$ cat src/rtl/assert_macros.svh
// Assertion helpers, removed in synthesis builds
`ifndef ASSERT_MACROS_SVH
`define ASSERT_MACROS_SVH
`ifndef SYNTH
`define ASSERT_IMPL(lbl, clk, rstn, prop, msg) \
  lbl: assert property (@(posedge clk) disable iff (!rstn) prop) else $error(msg);
`define ASSERT_NEVER(lbl, clk, rstn, cond, msg) \
  lbl: assert property (@(posedge clk) disable iff (!rstn) !(cond)) else $error(msg);
`else
`define ASSERT_IMPL(lbl, clk, rstn, prop, msg)
`define ASSERT_NEVER(lbl, clk, rstn, cond, msg)
`endif
`endif

$ cat src/rtl/atce_pkg.sv
package atce_pkg;

  localparam logic [23:0] DefaultGray = 24'hC9D1D9;
  localparam int unsigned TabSpaces = 4;

  typedef enum logic [1:0] {
    OP_STREAM = 2'd0,
    OP_READ   = 2'd1,
    OP_CLEAR  = 2'd2,
    OP_NOP    = 2'd3
  } opcode_e;

  typedef struct packed {
    logic [1:0] opcode;
    logic [7:0] data_byte;
    logic [9:0] read_row;
    logic [7:0] read_col;
    logic       end_of_message;
  } req_t;

  typedef struct packed {
    logic [7:0]  cell_char;
    logic [23:0] cell_color;
    logic [8:0]  cursor_row_out;
    logic [6:0]  cursor_col_out;
    logic [23:0] pen_color_out;
  } rsp_t;

  // work handed from the front end to the back end
  typedef enum logic [2:0] {
    CMD_NONE,
    CMD_PRINT,
    CMD_TAB,
    CMD_NEWLINE,
    CMD_CR,
    CMD_BS,
    CMD_READ,
    CMD_CLEAR
  } cmd_e;

  typedef struct packed {
    cmd_e        cmd;
    logic [7:0]  ch;
    logic [9:0]  row;
    logic [7:0]  col;
    logic [23:0] pen;
  } cmd_t;

  typedef enum logic [1:0] {
    ESC_IDLE = 2'd0,
    ESC_SEEN = 2'd1,
    ESC_CSI  = 2'd2
  } esc_e;

  typedef enum logic [3:0] {
    BK_IDLE,
    BK_DISPATCH,
    BK_WRITE,
    BK_SCROLL,
    BK_RD_ADDR,
    BK_RD_WAIT,
    BK_RD_DATA,
    BK_WIPE,
    BK_RESPOND
  } bk_state_e;

  function automatic logic [23:0] sgr_color(input logic [6:0] code, input logic [23:0] pen);
    logic [23:0] c;
    c = pen;
    case (code)
      7'd0:          c = 24'hC9D1D9;
      7'd31, 7'd91:  c = 24'hF85149;
      7'd32, 7'd92:  c = 24'h3FB950;
      7'd33, 7'd93:  c = 24'hE3B341;
      7'd34, 7'd94:  c = 24'h58A6FF;
      7'd35, 7'd95:  c = 24'hBC8CFF;
      7'd36, 7'd96:  c = 24'h39D2C0;
      7'd37, 7'd97:  c = 24'hF0F6FC;
      7'd90:         c = 24'h6E7681;
      default:       c = pen;
    endcase
    return c;
  endfunction

endpackage

$ cat src/rtl/atce_queue.sv
`include "assert_macros.svh"
// Two-entry command queue between front and back end.
module atce_queue (
  input  logic            clk_i,
  input  logic            rst_ni,
  input  logic            push_i,
  input  atce_pkg::cmd_t  push_data_i,
  output logic            full_o,
  input  logic            pop_i,
  output logic            empty_o,
  output atce_pkg::cmd_t  head_o
);
  import atce_pkg::*;

  cmd_t       buf_q [2];
  logic       wp_q, rp_q;
  logic [1:0] cnt_q;

  assign full_o  = cnt_q == 2'd2;
  assign empty_o = cnt_q == 2'd0;
  assign head_o  = buf_q[rp_q];

  always_ff @(posedge clk_i) begin
    if (push_i) buf_q[wp_q] <= push_data_i;
  end

  always_ff @(posedge clk_i or negedge rst_ni) begin
    if (!rst_ni) begin
      wp_q <= 1'b0;
      rp_q <= 1'b0;
      cnt_q <= '0;
    end else begin
      if (push_i) wp_q <= ~wp_q;
      if (pop_i)  rp_q <= ~rp_q;
      cnt_q <= cnt_q + {1'b0, push_i} - {1'b0, pop_i};
    end
  end

  `ASSERT_NEVER(a_cnt, clk_i, rst_ni, cnt_q == 2'd3, "queue count overflow")
  `ASSERT_NEVER(a_pop_empty, clk_i, rst_ni, pop_i && empty_o, "pop from empty queue")
  `ASSERT_NEVER(a_ptr, clk_i, rst_ni, (cnt_q != 2'd1) && (wp_q != rp_q),
                "queue pointers disagree with count")

endmodule

$ cat config.mk
export PLATFORM = sky130hd
export DESIGN_NAME = atce_queue
export DESIGN_NICKNAME = d
export VERILOG_FILES = /design/src/rtl/atce_pkg.sv /design/src/rtl/atce_queue.sv
export VERILOG_INCLUDE_DIRS = /design/src /design/src/rtl
export SDC_FILE = /design/constraint.sdc
export NUM_CORES = 1
export LEC_CHECK = 0
export ABC_AREA = 0
export BUFFER_PORTS_ARGS = -buffer_cell sky130_fd_sc_hd__buf_2
export CELL_PAD_IN_SITES_DETAIL_PLACEMENT = 1
export CELL_PAD_IN_SITES_GLOBAL_PLACEMENT = 1
export CORE_AREA = 2 2 101 93
export CTS_BUF_LIST = sky130_fd_sc_hd__clkbuf_4 sky130_fd_sc_hd__clkbuf_8
export DETAILED_ROUTE_END_ITERATION = 10
export DIE_AREA = 0 0 103 95
export PLACE_DENSITY_LB_ADDON = 0.12
export SYNTH_ARGS = -nofsm -noshare
export SYNTH_HDL_FRONTEND = slang
export SYNTH_SLANG_ARGS = --single-unit
$ cat constraint.sdc
create_clock -name clk_i -period 8.2 [get_ports clk_i]
set_input_delay 0.82 -clock clk_i [delete_from_list [all_inputs] [get_ports clk_i]]
set_output_delay 0.82 -clock clk_i [all_outputs]
set_load 0.02 [all_outputs]
==> out/results.txt <==
FF-to-FF setup slack - 6.37 ns
Root Driver - clkbuf_8
Post-Route M1 WL - 2.837 mm
Tmin final - 2.858 ns
Metal3 WL - 491 um
Max Fclk - 349.8 MHz
Largest net degree at the start of global routing - 55
Yosys top cell area share - 74.52%
CP Launch Type - flip-flop
CTS H-tree lvls - 3
Area growth syn-to-layout - 18.54%
Fin. max-slew vios - 0
Sequential-to-total area share from yosys stat - 76.86%
Status - complete, no violations
Vias - 2002
Worst Tran Pin Value - 1.003 ns
Worst-path clk slew - 0.09 ns
RSZ-0062 raised after global routing - no
CP peak stage delay - 1.11 ns
Cell variety after synth - 13
Num rows - 33
CP Max Fanout - 54
Post-route DRC violation count - 0
Worst Path Buf+Inv - 1
Async set or reset register ratio after synthesis - 3.636%
Max-Cap Viols - 0
Global-route wire length before repair - 10.69 mm
Final GP Congestion - 0.6457
Worst reg2reg path startpoint - wp_q
CTS tree - built
Worst VDD drop - 0.1852 mV
CTS Buf Count - 9
Top-count cell post-synth - edfxtp_1
Netlist Area Pre-Place - 0.004272 mm^2
Register area - 0.003287 mm^2
Post-route insts no fill - 424
Final Cell Area - 0.005064 mm^2
Dpl cell area - 0.004896 mm^2
Number of global-route vias before repair - 2190
Crit path max-delay family - flip-flops
Required time worst endpoint - 7.38 ns
Final Routed Wirelength - 7.007 mm
PortBufs - 111
Initial Util - 48.34%
Resize count post-CTS - 0
CP endpoint kind - primary output
Worst relative slew slack - 33.11%
Worst Path Class, Setup - flip-flop to primary output
Drt pass-1 iters - 3
Die X - 103 um
Flops & latches, synth - 110
CTS max path bufs - 2
Layout Nets - 357
Clock skew - 0.01308 ns
Dpl cells - 409
Crit-path cells - mux2_2, buf_2
Avg WL per Cell - 16.53 um
Lkg Pwr - 2.052 nW
Crit path DAT - 2.04 ns
Clock latency on the worst-skew pair - 0.35 ns
Mapped Cells - 180
Top Metal Used - met4
Synth Warn # - 0
R2R depth - 2
Commonest cells in the synthesized netlist - edfxtp_1, mux2_4, buf_12
Critical path's slowest cell - dfrtp_4
TritonCTS Sinks - 110
Fillcell total - 869
Leading area contributor after synthesis - edfxtp_1
DP Wirelength - 4.554 mm
PwrDens - 339.5 mW/mm^2
Total GRT Usage - 14.90%
Initial drt markers - 59
Post-Syn Area per Cell - 23.73 um^2
Overflow after GRT - 0
Die Footprint - 0.009785 mm^2
Antenna violations before repair - 0
WP depth - 2
Post-synth top flop - edfxtp_1
Hold_buf cts - 0
Endpoints failing setup - 0
DR vias/cell - 4.722
Cells taking the most area after synthesis - edfxtp_1, mux2_4, buf_12
Routed met2 length - 3.573 mm
Hold Crit Class - input pin to asynchronous set/reset pin
IO Count - 112
Hold Vio Cnt, Final - 0
Tcrit/Tclk final - 34.86%
Chip height - 95 um
R2r endpoint - buf_q[1][46]
Post-synth EDFFs - 106
Antenna diodes - 0
Core area - 0.008836 mm^2
Layout cells sized above 1 - 60.60%
Syn Nets - 239
Setup TNS Final - 0 ns
ANT nets after route - 0
Post-CTS Setup Bufs - 0
Area of the multi-input gates - 878.3 um^2
## per-stage QoR
stage	utilization, %	power, mW	hold WS (ns)	setup WS [ns]
global placement	55.41	1.451	0.5220	5.687
finish	57.31	1.719	0.2694	5.342
floorplan	-	1.328	0.4555	4.565
CTS	57.31	1.749	0.2491	5.279
global route	57.31	1.810	0.2383	5.229
detailed placement	55.41	1.462	0.5318	5.673
## state kept, by name (all words and copies together), names as in the netlist
register	cells
buf_q	106
rp_q	1
cnt_q	2
wp_q	1
## worst register-to-register path, delay by kind of cell (launching register included)
kind / cells / cell delay, ns
AND/OR/NAND/NOR: 1 / 0.55
buffers and inverters: 1 / 0.51
flip-flops: 1 / 0.42
## worst max-delay path by stage
stage	slack (ns)	start	endpoint
after CTS	5.28	rp_q	head_o[0]
final	5.34	rp_q	head_o[0]
after global routing	5.23	rp_q	head_o[0]
after detailed placement	5.67	rp_q	head_o[0]
after floorplan	4.57	push_i	buf_q[0][0]
after global placement	5.69	rp_q	head_o[0]
## cell families after synthesis
| logic type | after synthesis | synth area share [%] |
|---|---|---|
| DFF | 110 | 76.86 |
| adders and majority gates | 2 | 0.5857 |
| muxes | 53 | 18.28 |
| and+or+nand+nor | 4 | 0.5272 |
| xor gates and xnor gates | 3 | 0.9666 |
| buffers and inverters | 8 | 2.783 |
## per-layer routing
metal | GRT usage (%) | up-vias
li1 | - | 937
met4 | 6.579 | 0
met1 | 17.24 | 992
met2 | 24.84 | 66
met3 | 5.403 | 7
met5 | 0 | -
## layout make-up
class,instances,area share (%)
Inverter,2,0.1483
Tap cell,122,3.015
Clock inverter,5,0.7166
Sequential cell,110,64.91
Timing Repair Buffer,113,11.27
Multi-Input combinational cell,62,17.35
Clock buffer,10,2.595
## cell usage in the layout, fill, tap and decap left out, drive strengths merged
cell type,count
mux2,53
dfrtp,4
ha,2
clkbuf,10
nor2b,2
xor3,1
buf,113
nor2,1
and2,1
clkinv,2
edfxtp,106
xor2,2
clkinvlp,2
inv,3
## report_power, final
| group | internal, mW | total (mW) | leakage (nW) | switching, mW |
|---|---|---|---|---|
| Combinational | 0.294 | 0.585 | 0.931 | 0.291 |
| Clock | 0.113 | 0.284 | 0.0798 | 0.171 |
| Sequential | 0.747 | 0.849 | 1.04 | 0.103 |
Note: power is estimated with default switching activity, not from simulation.
