==> config.mk <==
export PLATFORM = sky130hd
export DESIGN_NAME = atce_front
export DESIGN_NICKNAME = d
export VERILOG_FILES = /design/src/rtl/atce_pkg.sv /design/src/rtl/atce_front.sv
export VERILOG_INCLUDE_DIRS = /design/src /design/src/rtl
export SDC_FILE = /design/constraint.sdc
export NUM_CORES = 1
export LEC_CHECK = 0
export BUFFER_PORTS_ARGS = -buffer_cell sky130_fd_sc_hd__buf_2
export CORE_MARGIN = 2
export CORE_UTILIZATION = 57
export CTS_CLUSTER_DIAMETER = 120
export CTS_CLUSTER_SIZE = 14
export DETAILED_ROUTE_END_ITERATION = 10
export GPL_ROUTABILITY_DRIVEN = 0
export PLACE_DENSITY = 0.87
export SETUP_SLACK_MARGIN = 0.05
export SLEW_MARGIN = 30
export SYNTH_ARGS = -nofsm -noshare
export SYNTH_HDL_FRONTEND = slang
export SYNTH_SLANG_ARGS = --single-unit
==> constraint.sdc <==
create_clock -name clk_i -period 5.48 [get_ports clk_i]
set_input_delay 1.096 -clock clk_i [delete_from_list [all_inputs] [get_ports clk_i]]
set_output_delay 1.096 -clock clk_i [all_outputs]
set_load 0.02 [all_outputs]
==> src/rtl/assert_macros.svh <==
// Assertion helpers, removed in synthesis builds
`ifndef ASSERT_MACROS_SVH
`define ASSERT_MACROS_SVH
`ifndef SYNTH
`define ASSERT_IMPL(lbl, clk, rstn, prop, msg) \
  lbl: assert property (@(posedge clk) disable iff (!rstn) prop) else $error(msg);
`define ASSERT_NEVER(lbl, clk, rstn, cond, msg) \
  lbl: assert property (@(posedge clk) disable iff (!rstn) !(cond)) else $error(msg);
`else
`define ASSERT_IMPL(lbl, clk, rstn, prop, msg)
`define ASSERT_NEVER(lbl, clk, rstn, cond, msg)
`endif
`endif

==> src/rtl/atce_pkg.sv <==
package atce_pkg;

  localparam logic [23:0] DefaultGray = 24'hC9D1D9;
  localparam int unsigned TabSpaces = 4;

  typedef enum logic [1:0] {
    OP_STREAM = 2'd0,
    OP_READ   = 2'd1,
    OP_CLEAR  = 2'd2,
    OP_NOP    = 2'd3
  } opcode_e;

  typedef struct packed {
    logic [1:0] opcode;
    logic [7:0] data_byte;
    logic [9:0] read_row;
    logic [7:0] read_col;
    logic       end_of_message;
  } req_t;

  typedef struct packed {
    logic [7:0]  cell_char;
    logic [23:0] cell_color;
    logic [8:0]  cursor_row_out;
    logic [6:0]  cursor_col_out;
    logic [23:0] pen_color_out;
  } rsp_t;

  // work handed from the front end to the back end
  typedef enum logic [2:0] {
    CMD_NONE,
    CMD_PRINT,
    CMD_TAB,
    CMD_NEWLINE,
    CMD_CR,
    CMD_BS,
    CMD_READ,
    CMD_CLEAR
  } cmd_e;

  typedef struct packed {
    cmd_e        cmd;
    logic [7:0]  ch;
    logic [9:0]  row;
    logic [7:0]  col;
    logic [23:0] pen;
  } cmd_t;

  typedef enum logic [1:0] {
    ESC_IDLE = 2'd0,
    ESC_SEEN = 2'd1,
    ESC_CSI  = 2'd2
  } esc_e;

  typedef enum logic [3:0] {
    BK_IDLE,
    BK_DISPATCH,
    BK_WRITE,
    BK_SCROLL,
    BK_RD_ADDR,
    BK_RD_WAIT,
    BK_RD_DATA,
    BK_WIPE,
    BK_RESPOND
  } bk_state_e;

  function automatic logic [23:0] sgr_color(input logic [6:0] code, input logic [23:0] pen);
    logic [23:0] c;
    c = pen;
    case (code)
      7'd0:          c = 24'hC9D1D9;
      7'd31, 7'd91:  c = 24'hF85149;
      7'd32, 7'd92:  c = 24'h3FB950;
      7'd33, 7'd93:  c = 24'hE3B341;
      7'd34, 7'd94:  c = 24'h58A6FF;
      7'd35, 7'd95:  c = 24'hBC8CFF;
      7'd36, 7'd96:  c = 24'h39D2C0;
      7'd37, 7'd97:  c = 24'hF0F6FC;
      7'd90:         c = 24'h6E7681;
      default:       c = pen;
    endcase
    return c;
  endfunction

endpackage

==> src/rtl/atce_front.sv <==
`include "assert_macros.svh"
// Escape parser and pen colour; turns requests into back-end commands.
module atce_front (
  input  logic            clk_i,
  input  logic            rst_ni,
  input  logic            in_valid_i,
  output logic            in_stall_o,
  input  atce_pkg::req_t  in_data_i,
  output logic            cmd_valid_o,
  input  logic            cmd_full_i,
  output atce_pkg::cmd_t  cmd_o
);
  import atce_pkg::*;

  esc_e        esc_q, esc_d;
  logic [6:0]  code_q, code_d;
  logic [23:0] pen_q, pen_d;
  logic        take;
  logic [10:0] code_x10;
  logic [7:0]  b;
  cmd_t        c;

  assign in_stall_o  = cmd_full_i;
  assign take        = in_valid_i && !cmd_full_i;
  assign cmd_valid_o = take;
  assign b           = in_data_i.data_byte;
  assign code_x10    = {4'd0, code_q} * 11'd10 + {7'd0, b[3:0]};

  function automatic cmd_e plain_cmd(input logic [7:0] x);
    cmd_e r;
    if (x == 8'd10)      r = CMD_NEWLINE;
    else if (x == 8'd13) r = CMD_CR;
    else if (x == 8'd8)  r = CMD_BS;
    else if (x == 8'd9)  r = CMD_TAB;
    else if (x >= 8'd32) r = CMD_PRINT;
    else                 r = CMD_NONE;
    return r;
  endfunction

  always_comb begin
    esc_d = esc_q;
    code_d = code_q;
    pen_d = pen_q;
    c.cmd = CMD_NONE;
    c.ch  = b;
    c.row = in_data_i.read_row;
    c.col = in_data_i.read_col;
    unique case (opcode_e'(in_data_i.opcode))
      OP_READ:  c.cmd = CMD_READ;
      OP_CLEAR: c.cmd = CMD_CLEAR;
      OP_NOP:   c.cmd = CMD_NONE;
      OP_STREAM: begin
        unique case (esc_q)
          ESC_SEEN: begin
            if (b == 8'd91) begin
              esc_d = ESC_CSI;
              code_d = '0;
            end else if (b == 8'd27) begin
              esc_d = ESC_SEEN;
            end else begin
              esc_d = ESC_IDLE;
              c.cmd = plain_cmd(b);
            end
          end
          ESC_CSI: begin
            if (b >= 8'd48 && b <= 8'd57) begin
              code_d = (code_x10 > 11'd127) ? 7'd127 : code_x10[6:0];
            end else begin
              esc_d = ESC_IDLE;
              code_d = '0;
              if (b == 8'd109) pen_d = sgr_color(code_q, pen_q);
              else             c.cmd = plain_cmd(b);
            end
          end
          default: begin
            if (b == 8'd27) esc_d = ESC_SEEN;
            else            c.cmd = plain_cmd(b);
          end
        endcase
      end
      default: c.cmd = CMD_NONE;
    endcase
    if (in_data_i.end_of_message) begin
      esc_d = ESC_IDLE;
      code_d = '0;
    end
    c.pen = pen_d;
  end

  assign cmd_o = c;

  always_ff @(posedge clk_i or negedge rst_ni) begin
    if (!rst_ni) begin
      esc_q  <= ESC_IDLE;
      code_q <= '0;
      pen_q  <= DefaultGray;
    end else if (take) begin
      esc_q  <= esc_d;
      code_q <= code_d;
      pen_q  <= pen_d;
    end
  end

  `ASSERT_NEVER(a_code_idle, clk_i, rst_ni, esc_q == ESC_IDLE && code_q != 7'd0,
                "sgr code held while idle")
  `ASSERT_NEVER(a_no_take_full, clk_i, rst_ni, cmd_valid_o && cmd_full_i,
                "command pushed into full queue")
  `ASSERT_IMPL(a_pen_hold, clk_i, rst_ni, !take |=> $stable(pen_q), "pen changed idle")

endmodule

==> out/qor.txt, run 1 <==
Outcome -> finished, final reports clean
Unique cell type count in the Yosys netlist -> 58
DR iter-0 viols -> 154
Multi-input gate area -> 1849 um2
Layout cells sized above 1 -> 32.62%
Post-synth net total -> 361
Ys flop type -> dfrtp_1
First-pass GRT wire length -> 10480 um
Ys Warns -> 0
Worst-Margin Slew -> 0.8475 ns
Worst clock skew -> 0.008449 ns
Clock sinks -> 33
Dpl ws -> 1.155 ns
Initial core utilization -> 59.27%
Area contributors post-synth -> dfrtp_1 (16%), dfstp_2 (11%), mux2_4 (9.4%)
Synth Register Bits -> 33
Critical path's most frequent cell -> buf_2
Storage element area -> 842.1 um2
Fin Setup TNS -> 0 ns
Final worst path period share -> 79.42%
Cells along the critical path -> buf_2 -> nand2b_1 -> nor4_1 -> nand3_1 -> a31oi_4 -> mux2_1 -> buf_2
Fin. max-slew vios -> 0
Die height -> 77.11 um
Fin crit period -> 4.352 ns
Max clock buf depth -> 2
Post-synthesis cell area -> 3047 um2
Power Density -> 362.2 nW/um2
Fin. Hold Viols -> 0
Gr usage total -> 21.41%
ANT cells -> 0
CP arrival -> 3.26 ns
H-tree depth -> 2
Most frequent cell after synthesis -> buf_4
P_leak -> 1.634 nW
Hold_buf cts -> 0
Clock Latency Late Sink -> 0.29 ns
Layout area overhead -> 4.641%
Syn Area/Cell -> 9.796 um2
Clk slew on worst S/H paths -> 0.07 ns
Pin count of the biggest net entering global routing -> 34
Initial antenna violation count -> 0
R2R cell count -> 8
Peak supply drop -> 0.3897 mV
CTS Root Cell -> clkbuf_8
Vias per cell -> 5.862
Crit-path max cell delay -> 0.71 ns
GRT overflow -> 0
Detail Placement HPWL -> 4436 um
RSZ-0062 raised after global routing -> false
CP endpoint kind -> primary output
CP Class -> in -> out
Max-cap violation count -> 0
Port-buffer cells -> 51
Normalized max-slew margin -> 43.50%
Routed Antenna Nets -> 0
Buffer count from post-CTS setup fixing -> 0
Startpoint types -> input pin
Number of synthesized flops with an enable pin -> 0
# rows -> 26
Via count -> 2333
Crit-path max FO -> 24
Tot Pwr -> 1.155 mW
Core Area -> 5140 um2
Hold WC Path Type -> reg -> reg
Final wirelength -> 6051 um
Setup ws final -> 1.128 ns
Post-synth top area share -> 16.43%
Top cells by count, synth -> buf_4 (28), mux2_1 (22), dfrtp_1 (20)
Post_cts resized -> 0
Die area -> 5946 um2
Post-layout util -> 62.03%
Fmax -> 229.8 MHz
Ports -> 88
Residual DRC -> 0
Total CTS buffers -> 5
Final setup fails -> 0
Synth Instances -> 311
Post-synthesis sequential area ratio -> 27.64%
Critical path required time -> 4.38 ns
Die width -> 77.11 um
Hold Path Depth -> 1
Vias in the first global route -> 2287
DRT Pass-1 Iters -> 4
Hold Slack -> 0.5082 ns
Wire per inst -> 15.20 um
CTS tree -> yes
Slowest CP cell -> a31oi_4
Fraction of registers with async set/reset -> 100.0%
# nets final -> 377
Synth area leader -> dfrtp_1
Fillers -> 449
logic make-up after synthesis:
group                      Yosys count  synth area share, %
AOI/OAI and AO/OA                   59                12.85
xor gates and xnor gates            12                3.450
adders and majority gates           17                7.474
buffers and inverters               55                11.66
DFF                                 33                27.64
muxes                               53                21.77
and+or+nand+nor                     82                15.15
final cells by class:
class | count | area share, %
clock inverter | 1 | 0.1570
tap | 70 | 2.747
sequential | 33 | 26.41
clock buffer | 7 | 3.022
inverter | 12 | 1.413
multi-input combinational | 223 | 58.01
timing repair buffer | 52 | 8.242
worst max-delay path, delay by kind of cell:
kind	cells	cell delay (ns)
buf+inv	2	0.29
mux	1	0.42
compound gates	1	0.71
simple gates	3	0.72
where the power goes:
| part | total, mW | leakage [nW] | switching [mW] | internal (mW) |
|---|---|---|---|---|
| combinational | 0.598 | 1.19 | 0.337 | 0.261 |
| sequential | 0.357 | 0.392 | 0.0908 | 0.267 |
| clock | 0.199 | 0.0542 | 0.0857 | 0.113 |
registers in the layout, indices dropped and copies added (netlist names):
register,flops
esc_q,2
pen_q,24
code_q,7
per-layer routing:
layer	GRT usage (%)	part of all wire (%)	vias to the layer above
li1	-	-	1136
met1	28.16	44	1119
met2	35.18	48	66
met3	4.471	5.6	12
met4	7.143	1.5	0
met5	0	0	-
per-stage QoR:
stage	std cells	area, um2
5_1_grt	398	3188
2_1_floorplan	311	3047
3_5_place_dp	390	3087
4_1_cts	398	3188
3_3_place_gp	390	3087
6_report	398	3188
layout by cell type, fill, tap and decap left out, drive strengths merged, types with 4 or more instances in the layout:
cell    count
buf        52
mux2       49
dfrtp      20
nand2      19
o21ai      17
ha         15
dfstp      13
inv        12
nor2       11
nand3      10
a21oi      10
nor3        9
a31oi       8
xnor2       7
clkbuf      7
xor2        5
nor4        4
mux2i       4
nor3b       4
final timing paths:
check,slack [ns],from,end
setup / recovery,1.13,in_data_i[23],cmd_o[8]
hold / removal,0.51,pen_q[10],pen_q[10]
setup reg to reg,2.44,code_q[1],code_q[4]
hold reg to reg,0.51,pen_q[10],pen_q[10]
max in group asynchronous,4.19,rst_ni,code_q[4]
min in group asynchronous,0.84,rst_ni,pen_q[2]
No activity file was read; power rests on OpenSTA's default activity.
==> run 2: changes to the inputs <==
--- a/config.mk
+++ b/config.mk
@@ -8,12 +8,12 @@
 export LEC_CHECK = 0
 export BUFFER_PORTS_ARGS = -buffer_cell sky130_fd_sc_hd__buf_2
 export CORE_MARGIN = 2
-export CORE_UTILIZATION = 57
+export CORE_UTILIZATION = 53
 export CTS_CLUSTER_DIAMETER = 120
 export CTS_CLUSTER_SIZE = 14
 export DETAILED_ROUTE_END_ITERATION = 10
 export GPL_ROUTABILITY_DRIVEN = 0
-export PLACE_DENSITY = 0.87
+export PLACE_DENSITY = 0.81
 export SETUP_SLACK_MARGIN = 0.05
 export SLEW_MARGIN = 30
 export SYNTH_ARGS = -nofsm -noshare
==> constraint.sdc (replaced) <==
create_clock -name clk_i -period 4.2 [get_ports clk_i]
set_input_delay 0.84 -clock clk_i [delete_from_list [all_inputs] [get_ports clk_i]]
set_output_delay 0.84 -clock clk_i [all_outputs]
set_load 0.02 [all_outputs]
==> run 2 against run 1 <==
Sequential power up 31%. Clock skew decreased by 0.0042 ns. Largest cell class unchanged. Via count shrank 0.90%. Core utilization shrank 4.6 points. Critical path type is now reg -> out. Highest routed layer unchanged. Die area increased by 7.2%. Largest power group unchanged. Worst hold slack worse by 0.020 ns.
==> out/qor.txt, run 2 (synthesis results as in run 1) <==
Outcome -> finished, final reports clean
# rows -> 27
Die area -> 6371 um2
Worst clock skew -> 0.004279 ns
Critical path required time -> 3.36 ns
Largest reg by FF count -> pen_q
Clock Latency Late Sink -> 0.28 ns
Residual DRC -> 0
Buffer count from post-CTS setup fixing -> 0
Fin crit period -> 3.761 ns
R2R cell count -> 8
Clk slew on worst S/H paths -> 0.07 ns
P_leak -> 1.630 nW
RSZ-0062 raised after global routing -> false
Initial antenna violation count -> 0
CTS Root Cell -> clkbuf_8
CTS tree -> yes
Vias per cell -> 5.766
Total CTS buffers -> 5
# nets final -> 378
Fin. Hold Viols -> 0
Startpoint types -> flip-flop
Crit-path max cell delay -> 0.75 ns
Vias in the first global route -> 2235
Hold_buf cts -> 0
Fillers -> 497
Fmax -> 265.9 MHz
Commonest non-fill, non-tap cell in the layout -> buf_2
Pin count of the biggest net entering global routing -> 34
DR iter-0 viols -> 194
Placed Area -> 3097 um2
Most frequent cells in the layout -> buf_2 (51), mux2_1 (22), dfrtp_1 (20)
Crit-path max FO -> 24
Final worst path period share -> 89.55%
Detail Placement HPWL -> 4550 um
WP depth -> 7
Peak supply drop -> 0.3625 mV
Post_cts resized -> 0
Die height -> 79.82 um
Layout cells sized above 1 -> 32.52%
Initial core utilization -> 54.99%
Core Area -> 5540 um2
Final setup fails -> 0
Hold WC Path Type -> reg -> reg
H-tree depth -> 2
Biggest regs -> pen_q x24, code_q x7, esc_q x2
Wire per inst -> 15.45 um
CP Class -> reg -> out
Worst-Margin Slew -> 0.7076 ns
Crit path max-delay family -> flip-flops
GRT overflow -> 0
Routed Antenna Nets -> 0
First-pass GRT wire length -> 10350 um
Final wirelength -> 6195 um
Buf+Inv Stages, Crit Path -> 2
Fin Setup TNS -> 0 ns
Storage element area -> 842.1 um2
Slowest CP cell -> dfrtp_1
Layout area overhead -> 4.353%
Gr usage total -> 20.02%
Clock sinks -> 33
Max-cap violation count -> 0
Port-buffer cells -> 51
DRT Pass-1 Iters -> 4
Max clock buf depth -> 2
Multi-input gate area -> 1849 um2
Via count -> 2312
Fin. max-slew vios -> 0
Normalized max-slew margin -> 52.83%
ANT cells -> 0
Final Cell Area -> 3179 um2
Ports -> 88
Die width -> 79.82 um
CP endpoint kind -> primary output
Max reg flops -> 24
Cells along the critical path -> xor2_1 -> and3_1 -> and4b_4 -> a31oi_4 -> buf_4 -> mux2_1 -> buf_2
CP arrival -> 2.92 ns
Hold Path Depth -> 1
Power Density -> 466.8 nW/um2
run 2: changes by cell type in the layout (fill, tap and decap cells not counted), sizes merged:
cell | before | now
buf | 52 | 53
clkbuf | 7 | 6
clkinv | 1 | 2
run 2: layout make-up:
type                       instances  share of cell area [%]
inverter                          12                   1.417
clock inverter                     2                  0.3148
sequential                        33                   26.49
tap                               72                   2.834
multi-input combinational        223                   58.17
clock buffer                       6                   2.283
timing repair buffer              53                   8.501
run 2: metrics by stage:
stage	hold WS, ns	setup WS [ns]	cells	power (mW)	utilization (%)
global route	0.4976	0.3213	401	1.617	57.38
global placement	0.4694	0.6714	393	1.216	55.89
floorplan	0.4569	0.9412	311	1.123	-
finish	0.4884	0.4388	401	1.484	57.38
detailed placement	0.4756	0.6187	393	1.253	55.89
CTS	0.4908	0.4814	401	1.482	57.38
run 2: path summary, 6_finish.rpt:
path                             end      start  slack (ns)
max                         cmd_o[4]  code_q[2]        0.44
min                         pen_q[2]   pen_q[2]        0.49
max reg2reg                code_q[2]  code_q[1]        1.17
min reg2reg                 pen_q[2]   pen_q[2]        0.49
max in group asynchronous  code_q[6]     rst_ni        3.14
min in group asynchronous  pen_q[11]     rst_ni        0.61
run 2: power by group:
part / internal, mW / switching [mW] / total [mW]
sequential: 0.348 / 0.118 / 0.466
combinational: 0.341 / 0.452 / 0.793
clock: 0.115 / 0.111 / 0.226
total: 0.803 / 0.681 / 1.48
run 2: metal layers:
layer / part of all wire, % / GRT usage (%) / up-vias
met5: 0 / 0 / -
met4: 0.89 / 5.424 / 0
met3: 4.2 / 3.620 / 6
met2: 50 / 33.45 / 58
met1: 45 / 26.65 / 1112
li1: - / - / 1136
